===== src/rtl/cbm_pkg.sv =====
// Package for the channel blend block: modes, register indexes, pipeline item.
`default_nettype none
package cbm_pkg;

  typedef enum logic [4:0] {
    MODE_NORMAL        = 5'd0,
    MODE_LIGHTEN       = 5'd1,
    MODE_DARKEN        = 5'd2,
    MODE_MULTIPLY      = 5'd3,
    MODE_AVERAGE       = 5'd4,
    MODE_ADD           = 5'd5,
    MODE_SUBTRACT      = 5'd6,
    MODE_DIFFERENCE    = 5'd7,
    MODE_NEGATION      = 5'd8,
    MODE_SCREEN        = 5'd9,
    MODE_EXCLUSION     = 5'd10,
    MODE_OVERLAY       = 5'd11,
    MODE_SOFT_LIGHT    = 5'd12,
    MODE_HARD_LIGHT    = 5'd13,
    MODE_COLOR_DODGE   = 5'd14,
    MODE_COLOR_BURN    = 5'd15,
    MODE_LINEAR_DODGE  = 5'd16,
    MODE_LINEAR_BURN   = 5'd17,
    MODE_LINEAR_LIGHT  = 5'd18,
    MODE_VIVID_LIGHT   = 5'd19,
    MODE_PIN_LIGHT     = 5'd20,
    MODE_HARD_MIX      = 5'd21,
    MODE_REFLECT       = 5'd22,
    MODE_GLOW          = 5'd23,
    MODE_PHOENIX       = 5'd24,
    MODE_DIVIDE        = 5'd25
  } blend_mode_t;

  typedef enum logic {
    CFG_BLEND_MODE = 1'b0,
    CFG_MASK_ALPHA = 1'b1
  } cfg_index_t;

  localparam int unsigned DIV_STAGES = 4;
  localparam int unsigned STAGES     = 8;

  localparam logic [8:0]  ALPHA_MAX  = 9'd256;
  localparam logic [7:0]  FULL       = 8'd255;
  // x/255 == (x*RECIP_255) >> RECIP_SHIFT for every x below 2^17
  localparam logic [17:0] RECIP_255   = 18'd131587;
  localparam int unsigned RECIP_SHIFT = 25;

  typedef struct packed {
    logic [7:0]  s;
    logic [7:0]  m;
    logic [4:0]  mode;
    logic [8:0]  alpha;
    logic [16:0] prod;
    logic [16:0] num;
    logic [7:0]  den;
    logic        ov;
    logic [8:0]  q255;
    logic [7:0]  t;
    logic [7:0]  p;
    logic        bypass;
    logic        hardmix;
  } item_t;

endpackage
`default_nettype wire


===== src/rtl/cbm_divider.sv =====
// Pipelined restoring divider: 8 quotient bits, two per stage.
`default_nettype none
module cbm_divider (
  input  wire logic                           clk,
  input  wire logic [cbm_pkg::DIV_STAGES-1:0] en,
  input  wire logic [16:0]                    num,
  input  wire logic [7:0]                     den,
  output logic [7:0]                          quot
);

  logic [16:0] rem_q [cbm_pkg::DIV_STAGES];
  logic [7:0]  quo_q [cbm_pkg::DIV_STAGES];
  logic [7:0]  den_q [cbm_pkg::DIV_STAGES];

  for (genvar g = 0; g < cbm_pkg::DIV_STAGES; g++) begin : g_stage
    logic [16:0] rem_src;
    logic [7:0]  quo_src;
    logic [7:0]  den_src;
    logic [16:0] rem_next;
    logic [7:0]  quo_next;

    if (g == 0) begin : g_first
      assign rem_src = num;
      assign quo_src = '0;
      assign den_src = den;
    end else begin : g_rest
      assign rem_src = rem_q[g-1];
      assign quo_src = quo_q[g-1];
      assign den_src = den_q[g-1];
    end

    always_comb begin
      logic [16:0] dv;
      logic [2:0]  sh;
      rem_next = rem_src;
      quo_next = quo_src;
      for (int j = 0; j < 2; j++) begin
        sh = 3'(7 - 2 * g - j);
        dv = {9'd0, den_src} << sh;
        if (rem_next >= dv) begin
          rem_next     = rem_next - dv;
          quo_next[sh] = 1'b1;
        end
      end
    end

    always_ff @(posedge clk) begin
      if (en[g]) begin
        rem_q[g] <= rem_next;
        quo_q[g] <= quo_next;
        den_q[g] <= den_src;
      end
    end
  end

  assign quot = quo_q[cbm_pkg::DIV_STAGES-1];

endmodule
`default_nettype wire


===== src/rtl/channel_blend_modes.sv =====
// Top level of the per-channel layer blend pipeline.
`default_nettype none
// Per-channel layer blend. One item (source and mask channel value) enters per
// clock while in_ready is high; the depth is set mostly by the 4-stage divider
// used by the color dodge, color burn, vivid light, hard mix, reflect, glow and
// divide modes. Stages: operand select and 8x9 multiply, numerator/overflow and
// x/255, four divider stages, mode result, alpha mix into the output register.
// A stalled output holds only full stages with no empty stage after them; the
// rest move on into the bubbles. blend_mode and mask_alpha are written through
// cfg_we/cfg_index/cfg_data; the user must do so only while the pipeline is empty.
module channel_blend_modes (
  input  wire logic       clk,
  input  wire logic       rst,
  input  wire logic       cfg_we,
  input  wire logic       cfg_index,
  input  wire logic [8:0] cfg_data,
  input  wire logic       in_valid,
  output logic            in_ready,
  input  wire logic [7:0] source_value,
  input  wire logic [7:0] mask_value,
  output logic            out_valid,
  input  wire logic       out_ready,
  output logic [7:0]      blended_value
);

  localparam int unsigned N = cbm_pkg::STAGES;

  logic [4:0] blend_mode;
  logic [8:0] mask_alpha;

  always_ff @(posedge clk) begin
    if (rst) begin
      blend_mode <= 5'd0;
      mask_alpha <= 9'd0;
    end else if (cfg_we) begin
      case (cfg_index)
        cbm_pkg::CFG_BLEND_MODE: blend_mode <= cfg_data[4:0];
        cbm_pkg::CFG_MASK_ALPHA: mask_alpha <= cfg_data;
        default: ;
      endcase
    end
  end

  logic [N-1:0] vld;
  logic [N-1:0] en;

  always_comb begin
    en[N-1] = !vld[N-1] || out_ready;
    for (int i = N - 2; i >= 0; i--) begin
      en[i] = !vld[i] || en[i+1];
    end
  end

  always_ff @(posedge clk) begin
    if (rst) begin
      vld <= '0;
    end else begin
      if (en[0]) vld[0] <= in_valid;
      for (int i = 1; i < N; i++) begin
        if (en[i]) vld[i] <= vld[i-1];
      end
    end
  end

  assign in_ready  = en[0];
  assign out_valid = vld[N-1];

  cbm_pkg::item_t ra, rb, c1, c2, c3, c4, rf;
  cbm_pkg::item_t ra_next, rb_next, rf_next;
  logic [7:0] ro;
  logic [7:0] ro_next;
  logic [7:0] quot;

  // stage A: operand select and multiply
  always_comb begin
    logic [7:0] s, m, k, kc, sc, mc;
    logic [8:0] ma;
    logic [7:0] mb;
    s  = source_value;
    m  = mask_value;
    sc = cbm_pkg::FULL - s;
    mc = cbm_pkg::FULL - m;
    k  = {1'b0, m[7:1]} + 8'd64;
    kc = cbm_pkg::FULL - k;
    ma = 9'd0;
    mb = 8'd0;
    ra_next       = '0;
    ra_next.s     = s;
    ra_next.m     = m;
    ra_next.mode  = blend_mode;
    ra_next.alpha = (mask_alpha > cbm_pkg::ALPHA_MAX) ? cbm_pkg::ALPHA_MAX : mask_alpha;
    ra_next.den   = 8'd0;
    case (blend_mode)
      cbm_pkg::MODE_MULTIPLY:  begin ma = {1'b0, s}; mb = m; end
      cbm_pkg::MODE_EXCLUSION: begin ma = {s, 1'b0}; mb = m; end
      cbm_pkg::MODE_SCREEN:    begin ma = {1'b0, sc}; mb = mc; end
      cbm_pkg::MODE_OVERLAY: begin
        if (!m[7]) begin ma = {s, 1'b0}; mb = m; end
        else begin ma = {sc, 1'b0}; mb = mc; end
      end
      cbm_pkg::MODE_SOFT_LIGHT: begin
        if (!s[7]) begin ma = {k, 1'b0}; mb = s; end
        else begin ma = {kc, 1'b0}; mb = sc; end
      end
      cbm_pkg::MODE_HARD_LIGHT: begin
        if (!s[7]) begin ma = {m, 1'b0}; mb = s; end
        else begin ma = {mc, 1'b0}; mb = sc; end
      end
      cbm_pkg::MODE_COLOR_DODGE: ra_next.den = mc;
      cbm_pkg::MODE_COLOR_BURN:  ra_next.den = m;
      // burn divides by d, dodge by 255-d
      cbm_pkg::MODE_VIVID_LIGHT,
      cbm_pkg::MODE_HARD_MIX:
        ra_next.den = m[7] ? cbm_pkg::FULL - {m[6:0], 1'b0} : {m[6:0], 1'b0};
      cbm_pkg::MODE_REFLECT: begin ma = {1'b0, s}; mb = s; ra_next.den = mc; end
      cbm_pkg::MODE_GLOW:    begin ma = {1'b0, m}; mb = m; ra_next.den = sc; end
      cbm_pkg::MODE_DIVIDE:  begin ma = {1'b0, s}; mb = cbm_pkg::FULL; ra_next.den = m; end
      default: ;
    endcase
    ra_next.prod = {8'd0, ma} * {9'd0, mb};
  end

  // stage B: numerator, overflow (quotient above 255) and x/255
  always_comb begin
    logic [34:0] rp;
    logic        dodge_like, burn_like;
    rb_next    = ra;
    dodge_like = (ra.mode == cbm_pkg::MODE_COLOR_DODGE) ||
                 (((ra.mode == cbm_pkg::MODE_VIVID_LIGHT) ||
                   (ra.mode == cbm_pkg::MODE_HARD_MIX)) && ra.m[7]);
    burn_like  = (ra.mode == cbm_pkg::MODE_COLOR_BURN) ||
                 (((ra.mode == cbm_pkg::MODE_VIVID_LIGHT) ||
                   (ra.mode == cbm_pkg::MODE_HARD_MIX)) && !ra.m[7]);
    if (dodge_like)     rb_next.num = {1'b0, ra.s, 8'd0};
    else if (burn_like) rb_next.num = {1'b0, cbm_pkg::FULL - ra.s, 8'd0};
    else                rb_next.num = ra.prod;
    rb_next.ov   = rb_next.num >= {1'b0, ra.den, 8'd0};
    rp           = ra.prod * cbm_pkg::RECIP_255;
    rb_next.q255 = rp[cbm_pkg::RECIP_SHIFT +: 9];
  end

  cbm_divider u_div (
    .clk  (clk),
    .en   (en[5:2]),
    .num  (rb.num),
    .den  (rb.den),
    .quot (quot)
  );

  // stage F: mode result t and mix partner p
  always_comb begin
    logic [7:0] s, m, d, mx, mn, qsat, burnv, q8;
    logic [8:0] sum, sd;
    s     = c4.s;
    m     = c4.m;
    d     = {m[6:0], 1'b0};
    mx    = (s > m) ? s : m;
    mn    = (s > m) ? m : s;
    sum   = {1'b0, s} + {1'b0, m};
    sd    = {1'b0, s} + {1'b0, d};
    qsat  = c4.ov ? cbm_pkg::FULL : quot;
    burnv = c4.ov ? 8'd0 : cbm_pkg::FULL - quot;
    q8    = c4.q255[7:0];
    rf_next         = c4;
    rf_next.t       = 8'd0;
    rf_next.p       = m;
    rf_next.bypass  = 1'b0;
    rf_next.hardmix = 1'b0;
    case (c4.mode)
      cbm_pkg::MODE_NORMAL: begin
        rf_next.t = m; rf_next.p = s; rf_next.bypass = (m == 8'd0);
      end
      cbm_pkg::MODE_LIGHTEN:  rf_next.t = mx;
      cbm_pkg::MODE_DARKEN:   rf_next.t = mn;
      cbm_pkg::MODE_MULTIPLY: rf_next.t = q8;
      cbm_pkg::MODE_AVERAGE:  rf_next.t = sum[8:1];
      cbm_pkg::MODE_ADD,
      cbm_pkg::MODE_LINEAR_DODGE: rf_next.t = sum[8] ? cbm_pkg::FULL : sum[7:0];
      cbm_pkg::MODE_SUBTRACT,
      cbm_pkg::MODE_LINEAR_BURN:
        rf_next.t = (sum < 9'd255) ? 8'd0 : 8'(sum - 9'd255);
      cbm_pkg::MODE_DIFFERENCE: rf_next.t = mx - mn;
      cbm_pkg::MODE_NEGATION:
        rf_next.t = (sum > 9'd255) ? 8'(9'd510 - sum) : sum[7:0];
      cbm_pkg::MODE_SCREEN:    rf_next.t = cbm_pkg::FULL - c4.prod[15:8];
      cbm_pkg::MODE_EXCLUSION: rf_next.t = 8'(sum - c4.q255);
      cbm_pkg::MODE_OVERLAY:   rf_next.t = m[7] ? cbm_pkg::FULL - q8 : q8;
      cbm_pkg::MODE_SOFT_LIGHT: rf_next.t = s[7] ? cbm_pkg::FULL - q8 : q8;
      cbm_pkg::MODE_HARD_LIGHT: begin
        rf_next.t = s[7] ? cbm_pkg::FULL - q8 : q8; rf_next.p = s;
      end
      cbm_pkg::MODE_COLOR_DODGE: rf_next.t = qsat;
      cbm_pkg::MODE_COLOR_BURN:  rf_next.t = burnv;
      cbm_pkg::MODE_LINEAR_LIGHT: begin
        rf_next.p = d;
        if (!m[7]) rf_next.t = (sd < 9'd255) ? 8'd0 : 8'(sd - 9'd255);
        else       rf_next.t = sd[8] ? cbm_pkg::FULL : sd[7:0];
      end
      cbm_pkg::MODE_VIVID_LIGHT: begin
        rf_next.p = d; rf_next.t = m[7] ? qsat : burnv;
      end
      cbm_pkg::MODE_HARD_MIX: begin
        rf_next.p = d; rf_next.t = m[7] ? qsat : burnv; rf_next.hardmix = 1'b1;
      end
      cbm_pkg::MODE_PIN_LIGHT: begin
        rf_next.p = d;
        if (!m[7]) rf_next.t = (s < d) ? s : d;
        else       rf_next.t = (s > d) ? s : d;
      end
      cbm_pkg::MODE_REFLECT: rf_next.t = qsat;
      cbm_pkg::MODE_GLOW:    begin rf_next.t = qsat; rf_next.p = s; end
      cbm_pkg::MODE_PHOENIX: rf_next.t = cbm_pkg::FULL - (mx - mn);
      cbm_pkg::MODE_DIVIDE:  rf_next.t = qsat;
      default: begin rf_next.t = s; rf_next.bypass = 1'b1; end
    endcase
  end

  // stage G: alpha*(p-t) + 256*t, then >> 8; bypass passes s, hard mix thresholds
  always_comb begin
    logic signed [9:0]  diff;
    logic signed [19:0] acc;
    logic [7:0]         mixed;
    diff  = $signed({2'b00, rf.p}) - $signed({2'b00, rf.t});
    acc   = $signed({1'b0, rf.alpha}) * diff + $signed({4'b0000, rf.t, 8'd0});
    mixed = acc[15:8];
    if (rf.bypass)       ro_next = rf.s;
    else if (rf.hardmix) ro_next = mixed[7] ? cbm_pkg::FULL : 8'd0;
    else                 ro_next = mixed;
  end

  always_ff @(posedge clk) begin
    if (en[0]) ra <= ra_next;
    if (en[1]) rb <= rb_next;
    if (en[2]) c1 <= rb;
    if (en[3]) c2 <= c1;
    if (en[4]) c3 <= c2;
    if (en[5]) c4 <= c3;
    if (en[6]) rf <= rf_next;
    if (en[7]) ro <= ro_next;
  end

  assign blended_value = ro;

endmodule
`default_nettype wire


===== config.mk =====
export PLATFORM = sky130hd
export DESIGN_NAME = channel_blend_modes
export DESIGN_NICKNAME = d
export VERILOG_FILES = /design/src/rtl/cbm_pkg.sv /design/src/rtl/cbm_divider.sv /design/src/rtl/channel_blend_modes.sv
export SDC_FILE = /design/constraint.sdc
export NUM_CORES = 1
export LEC_CHECK = 0
export BUFFER_PORTS_ARGS = -buffer_cell sky130_fd_sc_hd__buf_2
export CAP_MARGIN = 20
export CORE_ASPECT_RATIO = 2
export CORE_MARGIN = 2
export CORE_UTILIZATION = 41
export CTS_CLUSTER_SIZE = 28
export DETAILED_ROUTE_END_ITERATION = 10
export GPL_ROUTABILITY_DRIVEN = 1
export PLACE_DENSITY = 0.58
export SKIP_CTS_REPAIR_TIMING = 1
export SLEW_MARGIN = 20
export SYNTH_ARGS = -nofsm -noshare
export SYNTH_HDL_FRONTEND = slang
export SYNTH_HIERARCHICAL = 1
export SYNTH_SLANG_ARGS = --single-unit

===== constraint.sdc =====
create_clock -name clk -period 8.4 [get_ports clk]
set_input_delay 1.68 -clock clk [delete_from_list [all_inputs] [get_ports clk]]
set_output_delay 1.68 -clock clk [all_outputs]
set_load 0.03 [all_outputs]

==> flow_results.xml, run 1 <==
<?xml version="1.0" encoding="UTF-8"?>
<metrics>
  <group name="synth">
    <metric name="syn_inst" unit="">2857</metric>
    <metric name="synthDominantCellAreaShare" unit="%">43.30</metric>
    <metric name="synth-xor-area-share" unit="%">3.752</metric>
    <metric name="post_synthesis_cell_area" unit="sq um">31420</metric>
    <metric name="synth_mux_area_share" unit="%">2.087</metric>
    <metric name="synth-edff-count" unit="">453</metric>
    <metric name="dominant_cell_by_count_in_the_synthesized_netlist" unit="">sky130_fd_sc_hd__edfxtp_1</metric>
    <metric name="syn_nets" unit="">3294</metric>
    <metric name="synthArstFlopShare" unit="%">0</metric>
    <metric name="yosysTopAreaCell" unit="">sky130_fd_sc_hd__edfxtp_1</metric>
    <metric name="post_synth_main_area_contributors" unit="">sky130_fd_sc_hd__edfxtp_1 43%, sky130_fd_sc_hd__ha_1 11%, sky130_fd_sc_hd__fa_1 7.7%</metric>
    <metric name="postSynthRegisterBits" unit="">475</metric>
    <metric name="synth-simple-area-share" unit="%">12.94</metric>
    <metric name="synth.avg_cell_area" unit="sq um">11.00</metric>
    <metric name="compound_cell_area_share_of_the_yosys_netlist" unit="%">12.64</metric>
    <metric name="ys_types" unit="">102</metric>
    <metric name="synth_top_flop_cell" unit="">sky130_fd_sc_hd__edfxtp_1</metric>
    <metric name="largest_family_of_logic_cells_by_synthesized_area" unit="">adder cells</metric>
    <metric name="yosysWarningCount" unit="">6</metric>
    <metric name="synth-seq-area-share" unit="%">44.70</metric>
    <metric name="commonest_cells_in_the_netlist" unit="">453 x sky130_fd_sc_hd__edfxtp_1, 314 x sky130_fd_sc_hd__inv_1, 285 x sky130_fd_sc_hd__ha_1</metric>
    <metric name="adder_cell_fraction_of_synth_area" unit="%">19.06</metric>
  </group>
  <group name="place">
    <metric name="dp_hpwl" unit="microns">65260</metric>
    <metric name="pre_cts_ws" unit="ns">0.5348</metric>
    <metric name="io_buffers" unit="">40</metric>
    <metric name="gp_routability_congestion" unit="">0.9722</metric>
    <metric name="post-place-cells" unit="">3874</metric>
  </group>
  <group name="finish">
    <metric name="stdcell_count" unit="">3956</metric>
    <metric name="area_growth" unit="%">9.634</metric>
    <metric name="layout-drive-gt1-share" unit="%">7.320</metric>
    <metric name="fin_nets" unit="">3342</metric>
  </group>
  <group name="cts">
    <metric name="htree_num_levels" unit="">2</metric>
    <metric name="tritoncts_num_sinks" unit="">475</metric>
    <metric name="worst_setup_hold_path_clk_slew" unit="ns">0.06</metric>
    <metric name="number_of_buffers_added_by_the_clock_tree_synthesis_step" unit="">43</metric>
    <metric name="cts_tree" unit="">yes</metric>
    <metric name="cts_root_buf" unit="">sky130_fd_sc_hd__clkbuf_16</metric>
    <metric name="worst_skew_pair.late_latency" unit="ns">0.58</metric>
    <metric name="clock_path_buffers" unit="">3</metric>
  </group>
  <group name="sta">
    <metric name="final_period_minus_worst_setup_slack" unit="ns">7.521</metric>
    <metric name="finalCritPeriodShare" unit="%">89.53</metric>
    <metric name="report.final.hold_viol_count" unit="">0</metric>
    <metric name="tightest_slew" unit="ns">1.061</metric>
    <metric name="setup_viol" unit="">0</metric>
    <metric name="hold_ws" unit="ns">0.4035</metric>
    <metric name="clock-skew-final" unit="ns">0.03693</metric>
    <metric name="max_slew_margin" unit="%">28.72</metric>
    <metric name="layout_setup_ws" unit="ns">0.8792</metric>
    <metric name="fin_tns_setup" unit="ns">0</metric>
    <metric name="fmax_achieved" unit="GHz">0.1330</metric>
    <metric name="final_max_slew_viol_count" unit="">0</metric>
    <metric name="unrepaired_setup_endpoints_after_global_routing" unit="">no</metric>
  </group>
  <group name="critical_path">
    <metric name="number_of_cell_instances_on_the_worst_register_to_register_path" unit="">22</metric>
    <metric name="cp.arrival" unit="ns">7.95</metric>
    <metric name="critical_path_class" unit="">reg -&gt; reg</metric>
    <metric name="max_stage_delay" unit="ns">0.58</metric>
    <metric name="critPathRequiredTime" unit="ns">8.83</metric>
    <metric name="critPathMostFrequentCell" unit="">sky130_fd_sc_hd__fa_1</metric>
    <metric name="path_max_fanout" unit="">9</metric>
    <metric name="critical_path.reg2reg.endpoint" unit="">blended_value[6]$_DFFE_PP_</metric>
    <metric name="worst_setup_path_end_kind" unit="">flip-flop</metric>
    <metric name="critical_path.slowest_cell" unit="">sky130_fd_sc_hd__fa_1</metric>
    <metric name="setup.worst_path.start_class" unit="">flip-flop</metric>
    <metric name="worst_r2r_startpoint" unit="">rf[10]$_DFFE_PP_</metric>
    <metric name="ff2ff_setup_slack" unit="ns">0.88</metric>
    <metric name="path_cells" unit="">ha_1 -&gt; fa_1 -&gt; nand2b_1 -&gt; a21boi_0 -&gt; o31ai_1 -&gt; nand2b_1 -&gt; xor2_1 -&gt; and2_1 -&gt; fa_1 -&gt; fa_1 -&gt; fa_1 -&gt; fa_1 -&gt; inv_1 -&gt; fa_1 -&gt; inv_1 -&gt; ha_1 -&gt; o31ai_1 -&gt; o21ai_0 -&gt; a21oi_1 -&gt; xnor3_1 -&gt; nor3b_2 -&gt; a221o_1</metric>
  </group>
  <group name="drt">
    <metric name="detailed_route_wire_length" unit="microns">80390</metric>
    <metric name="post_dr_wirelength_cell" unit="microns">20.32</metric>
    <metric name="post_drt_via_cell_ratio" unit="">5.434</metric>
    <metric name="drc" unit="">0</metric>
    <metric name="drt-pass1-iter-count" unit="">5</metric>
    <metric name="ant_nets" unit="">0</metric>
    <metric name="count_of_routing_violations_after_the_opening_detailed_route_iteration" unit="">922</metric>
    <metric name="detailroute.via_count" unit="">21500</metric>
  </group>
  <group name="pwr">
    <metric name="static-leakage-power" unit="nW">14.91</metric>
    <metric name="power.density" unit="nW/um^2">268.0</metric>
    <metric name="vdd.ir_drop.worst" unit="mV">0.1924</metric>
  </group>
  <group name="floorplanning">
    <metric name="initial_core_utilization" unit="%">41.41</metric>
    <metric name="top_level_i_o_count" unit="">41</metric>
    <metric name="dieHeight" unit="microns">395.5</metric>
    <metric name="dieArea" unit="sq um">78990</metric>
    <metric name="design.core.area" unit="sq um">75860</metric>
    <metric name="placementRows" unit="">143</metric>
    <metric name="die_width" unit="microns">199.7</metric>
  </group>
  <group name="global_route">
    <metric name="grt_overflow_total" unit="">0</metric>
    <metric name="global_route_wire_length_before_repair" unit="microns">124300</metric>
    <metric name="first_global_vias" unit="">22760</metric>
    <metric name="grt_max_degree" unit="">79</metric>
    <metric name="grt_antenna_before_repair" unit="">4</metric>
    <metric name="aggregate_global_route_resource_usage" unit="%">20.62</metric>
  </group>
  <group name="run">
    <metric name="cap_violations" unit="">0</metric>
  </group>
  <group name="outcome">
    <metric name="status" unit="">finished, final reports clean</metric>
  </group>
  <group name="hold_path">
    <metric name="holdCritPathClass" unit="">reg -&gt; reg</metric>
    <metric name="hold-path-endpoint" unit="">c3[64]$_DFFE_PP_</metric>
    <metric name="hold_start" unit="">c2[64]$_DFFE_PP_</metric>
    <metric name="hold_depth" unit="">0</metric>
  </group>
</metrics>
[cell usage in the layout, fill, tap and decap left out, drive strengths merged, types with 53 or more instances in the layout]
cell type,count
a21oi,156
and2,62
buf,78
edfxtp,453
fa,121
ha,285
inv,317
nand2,235
nand3,56
nor2,177
nor2b,53
o21ai,125
xnor2,84
[stage by stage]
step                      power [mW]  util (%)  instance area [sq um]
after detailed placement       7.185     43.31                  32860
after global routing           9.891     45.40                  34440
after CTS                      9.336     45.36                  34410
final                          9.230     45.40                  34440
after global placement         7.054     43.31                  32860
after floorplan                6.174         -                  31420
[sequential cells by signal (all words and copies together), names as in the netlist]
| register | cells |
|---|---|
| c2 | 47 |
| u_div/rem_q | 51 |
| ra | 55 |
| vld | 8 |
| u_div/den_q | 24 |
| blend_mode | 5 |
| rf | 35 |
| u_div/quo_q | 20 |
| c1 | 47 |
| rb | 72 |
| blended_value | 8 |
| c3 | 47 |
| c4 | 47 |
| mask_alpha | 9 |
[power breakdown]
part           leakage (nW)  total [mW]  internal (mW)  switching (mW)
combinational          8.83        3.98           1.72            2.26
sequential             5.33        3.14           2.97           0.171
clock                 0.742        2.11           1.25           0.864
[cell families after synthesis]
group | count (synthesis)
simple gates | 811
buf+inv | 390
xor+xnor | 130
fa+ha+maj | 406
compound gates | 584
mux | 61
flops | 475
[final cells by class]
cell class	count	area, sq um
Fill cell	7166	41420
Multi-Input combinational cell	1992	15890
Sequential cell	475	14040
Tap cell	1015	1270
Inverter	315	1182
Clock buffer	51	1159
Timing Repair Buffer	78	498.0
Clock inverter	26	394.1
Antenna cell	4	10.01
[how the worst max path moves through the flow]
| stage | start | endpoint |
|---|---|---|
| after detailed placement | mask_value[7] | ra[68]$_DFFE_PP_ |
| after global routing | rf[10]$_DFFE_PP_ | blended_value[6]$_DFFE_PP_ |
| after floorplan | out_ready | in_ready |
| after global placement | mask_value[7] | ra[68]$_DFFE_PP_ |
| after CTS | rf[10]$_DFFE_PP_ | blended_value[6]$_DFFE_PP_ |
| final | rf[10]$_DFFE_PP_ | blended_value[6]$_DFFE_PP_ |
[worst max-delay path, delay by kind of cell, from the launching register on]
family / cells / cell delay, ns
AO/OA/AOI/OAI: 6 / 1.41
XOR/XNOR: 2 / 1.00
adder cells (fa/ha/maj): 8 / 3.45
buffers and inverters: 2 / 0.09
flip-flops: 1 / 0.49
AND/OR/NAND/NOR: 4 / 0.91
[routing by layer]
metal	global-route usage (%)	vias up	share of wire [%]
met5	0	-	0
met4	13.74	0	7.3
met3	1.825	224	2.2
met2	41.86	424	58
met1	18.52	10470	33
li1	-	10380	-
No activity file was read; power rests on OpenSTA's default activity.
==> run 2: changes to the inputs <==
- CORE_UTILIZATION: 41 -> 55
- PLACE_DENSITY: 0.58 -> 0.73
==> run 2 against run 1 <==
Compared with the run above: clock power fell by 10%; total power fell by 2.0%; clock-buffer cell count fell by 2; worst setup slack got worse by 0.11 ns; worst hold slack improved by 0.0024 ns; core utilization rose by 15 points; sequential cell count did not move; combinational power barely moved; sequential share of layout area rose by 0.74 points; largest power group unchanged; sequential power barely moved; final cell count fell by 7.2%.
==> flow_results.xml, run 2 (same netlist as run 1, synthesis figures left out) <==
<?xml version="1.0" encoding="UTF-8"?>
<metrics>
  <group name="sta">
    <metric name="final_max_slew_viol_count" unit="">0</metric>
    <metric name="report.final.hold_viol_count" unit="">0</metric>
    <metric name="fmax_achieved" unit="GHz">0.1311</metric>
    <metric name="fin_tns_setup" unit="ns">0</metric>
    <metric name="tightest_slew" unit="ns">1.114</metric>
    <metric name="final_period_minus_worst_setup_slack" unit="ns">7.628</metric>
    <metric name="finalCritPeriodShare" unit="%">90.81</metric>
    <metric name="max_slew_margin" unit="%">25.14</metric>
    <metric name="clock-skew-final" unit="ns">0.02333</metric>
    <metric name="setup_viol" unit="">0</metric>
    <metric name="hold_ws" unit="ns">0.4059</metric>
    <metric name="unrepaired_setup_endpoints_after_global_routing" unit="">no</metric>
  </group>
  <group name="cts">
    <metric name="number_of_buffers_added_by_the_clock_tree_synthesis_step" unit="">41</metric>
    <metric name="cts_tree" unit="">yes</metric>
    <metric name="tritoncts_num_sinks" unit="">475</metric>
    <metric name="clock_path_buffers" unit="">3</metric>
    <metric name="cts_root_buf" unit="">sky130_fd_sc_hd__clkbuf_16</metric>
    <metric name="worst_setup_hold_path_clk_slew" unit="ns">0.07</metric>
    <metric name="worst_skew_pair.late_latency" unit="ns">0.56</metric>
    <metric name="htree_num_levels" unit="">2</metric>
  </group>
  <group name="floorplanning">
    <metric name="placementRows" unit="">123</metric>
    <metric name="initial_core_utilization" unit="%">55.78</metric>
    <metric name="dieHeight" unit="microns">342.0</metric>
    <metric name="die_width" unit="microns">173</metric>
    <metric name="top_level_i_o_count" unit="">41</metric>
    <metric name="design.core.area" unit="sq um">56330</metric>
    <metric name="dieArea" unit="sq um">59170</metric>
  </group>
  <group name="pwr">
    <metric name="vdd.ir_drop.worst" unit="mV">0.1916</metric>
    <metric name="static-leakage-power" unit="nW">14.76</metric>
    <metric name="power.density" unit="nW/um^2">267.4</metric>
  </group>
  <group name="critical_path">
    <metric name="path_cells" unit="">ha_1 -&gt; fa_1 -&gt; nand2b_1 -&gt; a21boi_0 -&gt; o31ai_1 -&gt; a21oi_1 -&gt; or2_2 -&gt; fa_1 -&gt; fa_1 -&gt; inv_1 -&gt; fa_1 -&gt; fa_1 -&gt; ha_1 -&gt; ha_1 -&gt; a21oi_1 -&gt; o21ai_1 -&gt; o31ai_1 -&gt; o21ai_0 -&gt; a21oi_1 -&gt; xnor3_1 -&gt; nor3b_2 -&gt; a221o_1</metric>
    <metric name="critical_path_class" unit="">reg -&gt; reg</metric>
    <metric name="cp.arrival" unit="ns">8.03</metric>
    <metric name="worst_r2r_startpoint" unit="">rf[10]$_DFFE_PP_</metric>
    <metric name="setup.worst_path.start_class" unit="">flip-flop</metric>
    <metric name="max_stage_delay" unit="ns">0.64</metric>
    <metric name="critical_path.slowest_cell" unit="">sky130_fd_sc_hd__a21oi_1</metric>
    <metric name="worst_setup_path_end_kind" unit="">flip-flop</metric>
    <metric name="path_max_fanout" unit="">9</metric>
    <metric name="critPathMostFrequentCell" unit="">sky130_fd_sc_hd__fa_1</metric>
    <metric name="critPathRequiredTime" unit="ns">8.80</metric>
    <metric name="crit_buf_inv" unit="">1</metric>
    <metric name="critical-path-top-delay-family" unit="">adder cells</metric>
    <metric name="crit_path_start" unit="">rf[10]$_DFFE_PP_</metric>
  </group>
  <group name="finish">
    <metric name="seq_area" unit="sq um">14040</metric>
    <metric name="fin_nets" unit="">3332</metric>
    <metric name="area_taken_by_multi_input_logic_gates" unit="sq um">15880</metric>
    <metric name="max_ffs_per_register" unit="">72</metric>
    <metric name="max_flop_register" unit="">rb</metric>
    <metric name="final_cell_mix" unit="">453 x sky130_fd_sc_hd__edfxtp_1, 313 x sky130_fd_sc_hd__inv_1, 285 x sky130_fd_sc_hd__ha_1</metric>
    <metric name="final_common_cell" unit="">sky130_fd_sc_hd__edfxtp_1</metric>
    <metric name="area_growth" unit="%">7.686</metric>
    <metric name="fill_cells" unit="">4648</metric>
    <metric name="insertedDiodeCount" unit="">0</metric>
    <metric name="layout_top_registers" unit="">rb x72, ra x55, u_div/rem_q x51</metric>
    <metric name="layout-drive-gt1-share" unit="%">6.674</metric>
  </group>
  <group name="drt">
    <metric name="count_of_routing_violations_after_the_opening_detailed_route_iteration" unit="">1359</metric>
    <metric name="drc" unit="">0</metric>
    <metric name="detailroute.via_count" unit="">22120</metric>
    <metric name="post_drt_via_cell_ratio" unit="">6.024</metric>
    <metric name="ant_nets" unit="">0</metric>
    <metric name="post_dr_wirelength_cell" unit="microns">21.52</metric>
    <metric name="detailed_route_wire_length" unit="microns">79030</metric>
    <metric name="drt-pass1-iter-count" unit="">8</metric>
  </group>
  <group name="hold_path">
    <metric name="holdCritPathClass" unit="">reg -&gt; reg</metric>
    <metric name="hold_start" unit="">c1[85]$_DFFE_PP_</metric>
  </group>
  <group name="global_route">
    <metric name="grt_most_used_layer" unit="">met2</metric>
    <metric name="grt_overflow_total" unit="">0</metric>
    <metric name="use_met3" unit="%">2.452</metric>
    <metric name="global_route_wire_length_before_repair" unit="microns">123400</metric>
    <metric name="grtUsageMet2" unit="%">54.70</metric>
    <metric name="first_global_vias" unit="">23240</metric>
    <metric name="grt_antenna_before_repair" unit="">0</metric>
    <metric name="aggregate_global_route_resource_usage" unit="%">26.86</metric>
    <metric name="grt_max_degree" unit="">77</metric>
    <metric name="groute.layer.met1.usage" unit="%">23.88</metric>
  </group>
  <group name="outcome">
    <metric name="status" unit="">finished, final reports clean</metric>
  </group>
  <group name="place">
    <metric name="gp_routability_congestion" unit="">0.9872</metric>
    <metric name="dp_hpwl" unit="microns">62820</metric>
    <metric name="io_buffers" unit="">40</metric>
  </group>
  <group name="run">
    <metric name="cap_violations" unit="">0</metric>
  </group>
</metrics>
## run 2: layout make-up
type                            instances  area share (%)
Tap cell                              750           2.774
Clock inverter                         21          0.7841
Clock buffer                           49           3.184
Timing Repair Buffer                   70           1.317
Multi-Input combinational cell       1992           46.94
Inverter                              315           3.495
Sequential cell                       475           41.51
## run 2: report_power, final
part / internal, mW / total, mW / switching (mW)
sequential: 2.97 / 3.15 / 0.176
combinational: 1.72 / 4.01 / 2.28
clock: 1.05 / 1.89 / 0.837
## run 2: stage by stage
| stage | power, mW | area, sq um | setup slack, ns | util, % | std cells |
|---|---|---|---|---|---|
| floorplan | 6.174 | 31420 | 0.6989 | - | 2857 |
| global placement | 7.010 | 32460 | 0.5902 | 57.63 | 3601 |
| detailed placement | 7.168 | 32460 | 0.4465 | 57.63 | 3601 |
| CTS | 9.076 | 33800 | 0.7419 | 60.01 | 3671 |
| global route | 9.614 | 33830 | 0.3472 | 60.06 | 3672 |
| finish | 9.045 | 33830 | 0.7720 | 60.06 | 3672 |
## run 2: worst paths after layout
| path | depth (start not counted) | slack [ns] | endpoint |
|---|---|---|---|
| hold / removal | 0 | 0.41 | c2[85]$_DFFE_PP_ |
| hold reg to reg | 0 | 0.41 | c2[85]$_DFFE_PP_ |
| setup / recovery | 22 | 0.77 | blended_value[1]$_DFFE_PP_ |
| setup reg to reg | 22 | 0.77 | blended_value[1]$_DFFE_PP_ |
## run 2: worst register-to-register path: stages (launching register included)
cell                       delay [ns]
sky130_fd_sc_hd__edfxtp_1        0.47
sky130_fd_sc_hd__ha_1            0.23
sky130_fd_sc_hd__fa_1            0.39
sky130_fd_sc_hd__nand2b_1        0.16
sky130_fd_sc_hd__a21boi_0        0.25
sky130_fd_sc_hd__o31ai_1         0.13
sky130_fd_sc_hd__a21oi_1         0.64
sky130_fd_sc_hd__or2_2           0.25
sky130_fd_sc_hd__fa_1            0.41
sky130_fd_sc_hd__fa_1            0.55
sky130_fd_sc_hd__inv_1           0.06
sky130_fd_sc_hd__fa_1            0.52
sky130_fd_sc_hd__fa_1            0.50
sky130_fd_sc_hd__ha_1            0.31
sky130_fd_sc_hd__ha_1            0.34
sky130_fd_sc_hd__a21oi_1         0.14
sky130_fd_sc_hd__o21ai_1         0.15
sky130_fd_sc_hd__o31ai_1         0.49
sky130_fd_sc_hd__o21ai_0         0.24
sky130_fd_sc_hd__a21oi_1         0.21
sky130_fd_sc_hd__xnor3_1         0.45
sky130_fd_sc_hd__nor3b_2         0.42
sky130_fd_sc_hd__a221o_1         0.19
## run 2: metal layers
metal  share of wire, %  wire (microns)
met5                  0               0
met2                 57           44860
met4                8.4            6672
met1                 32           25030
met3                3.1            2470
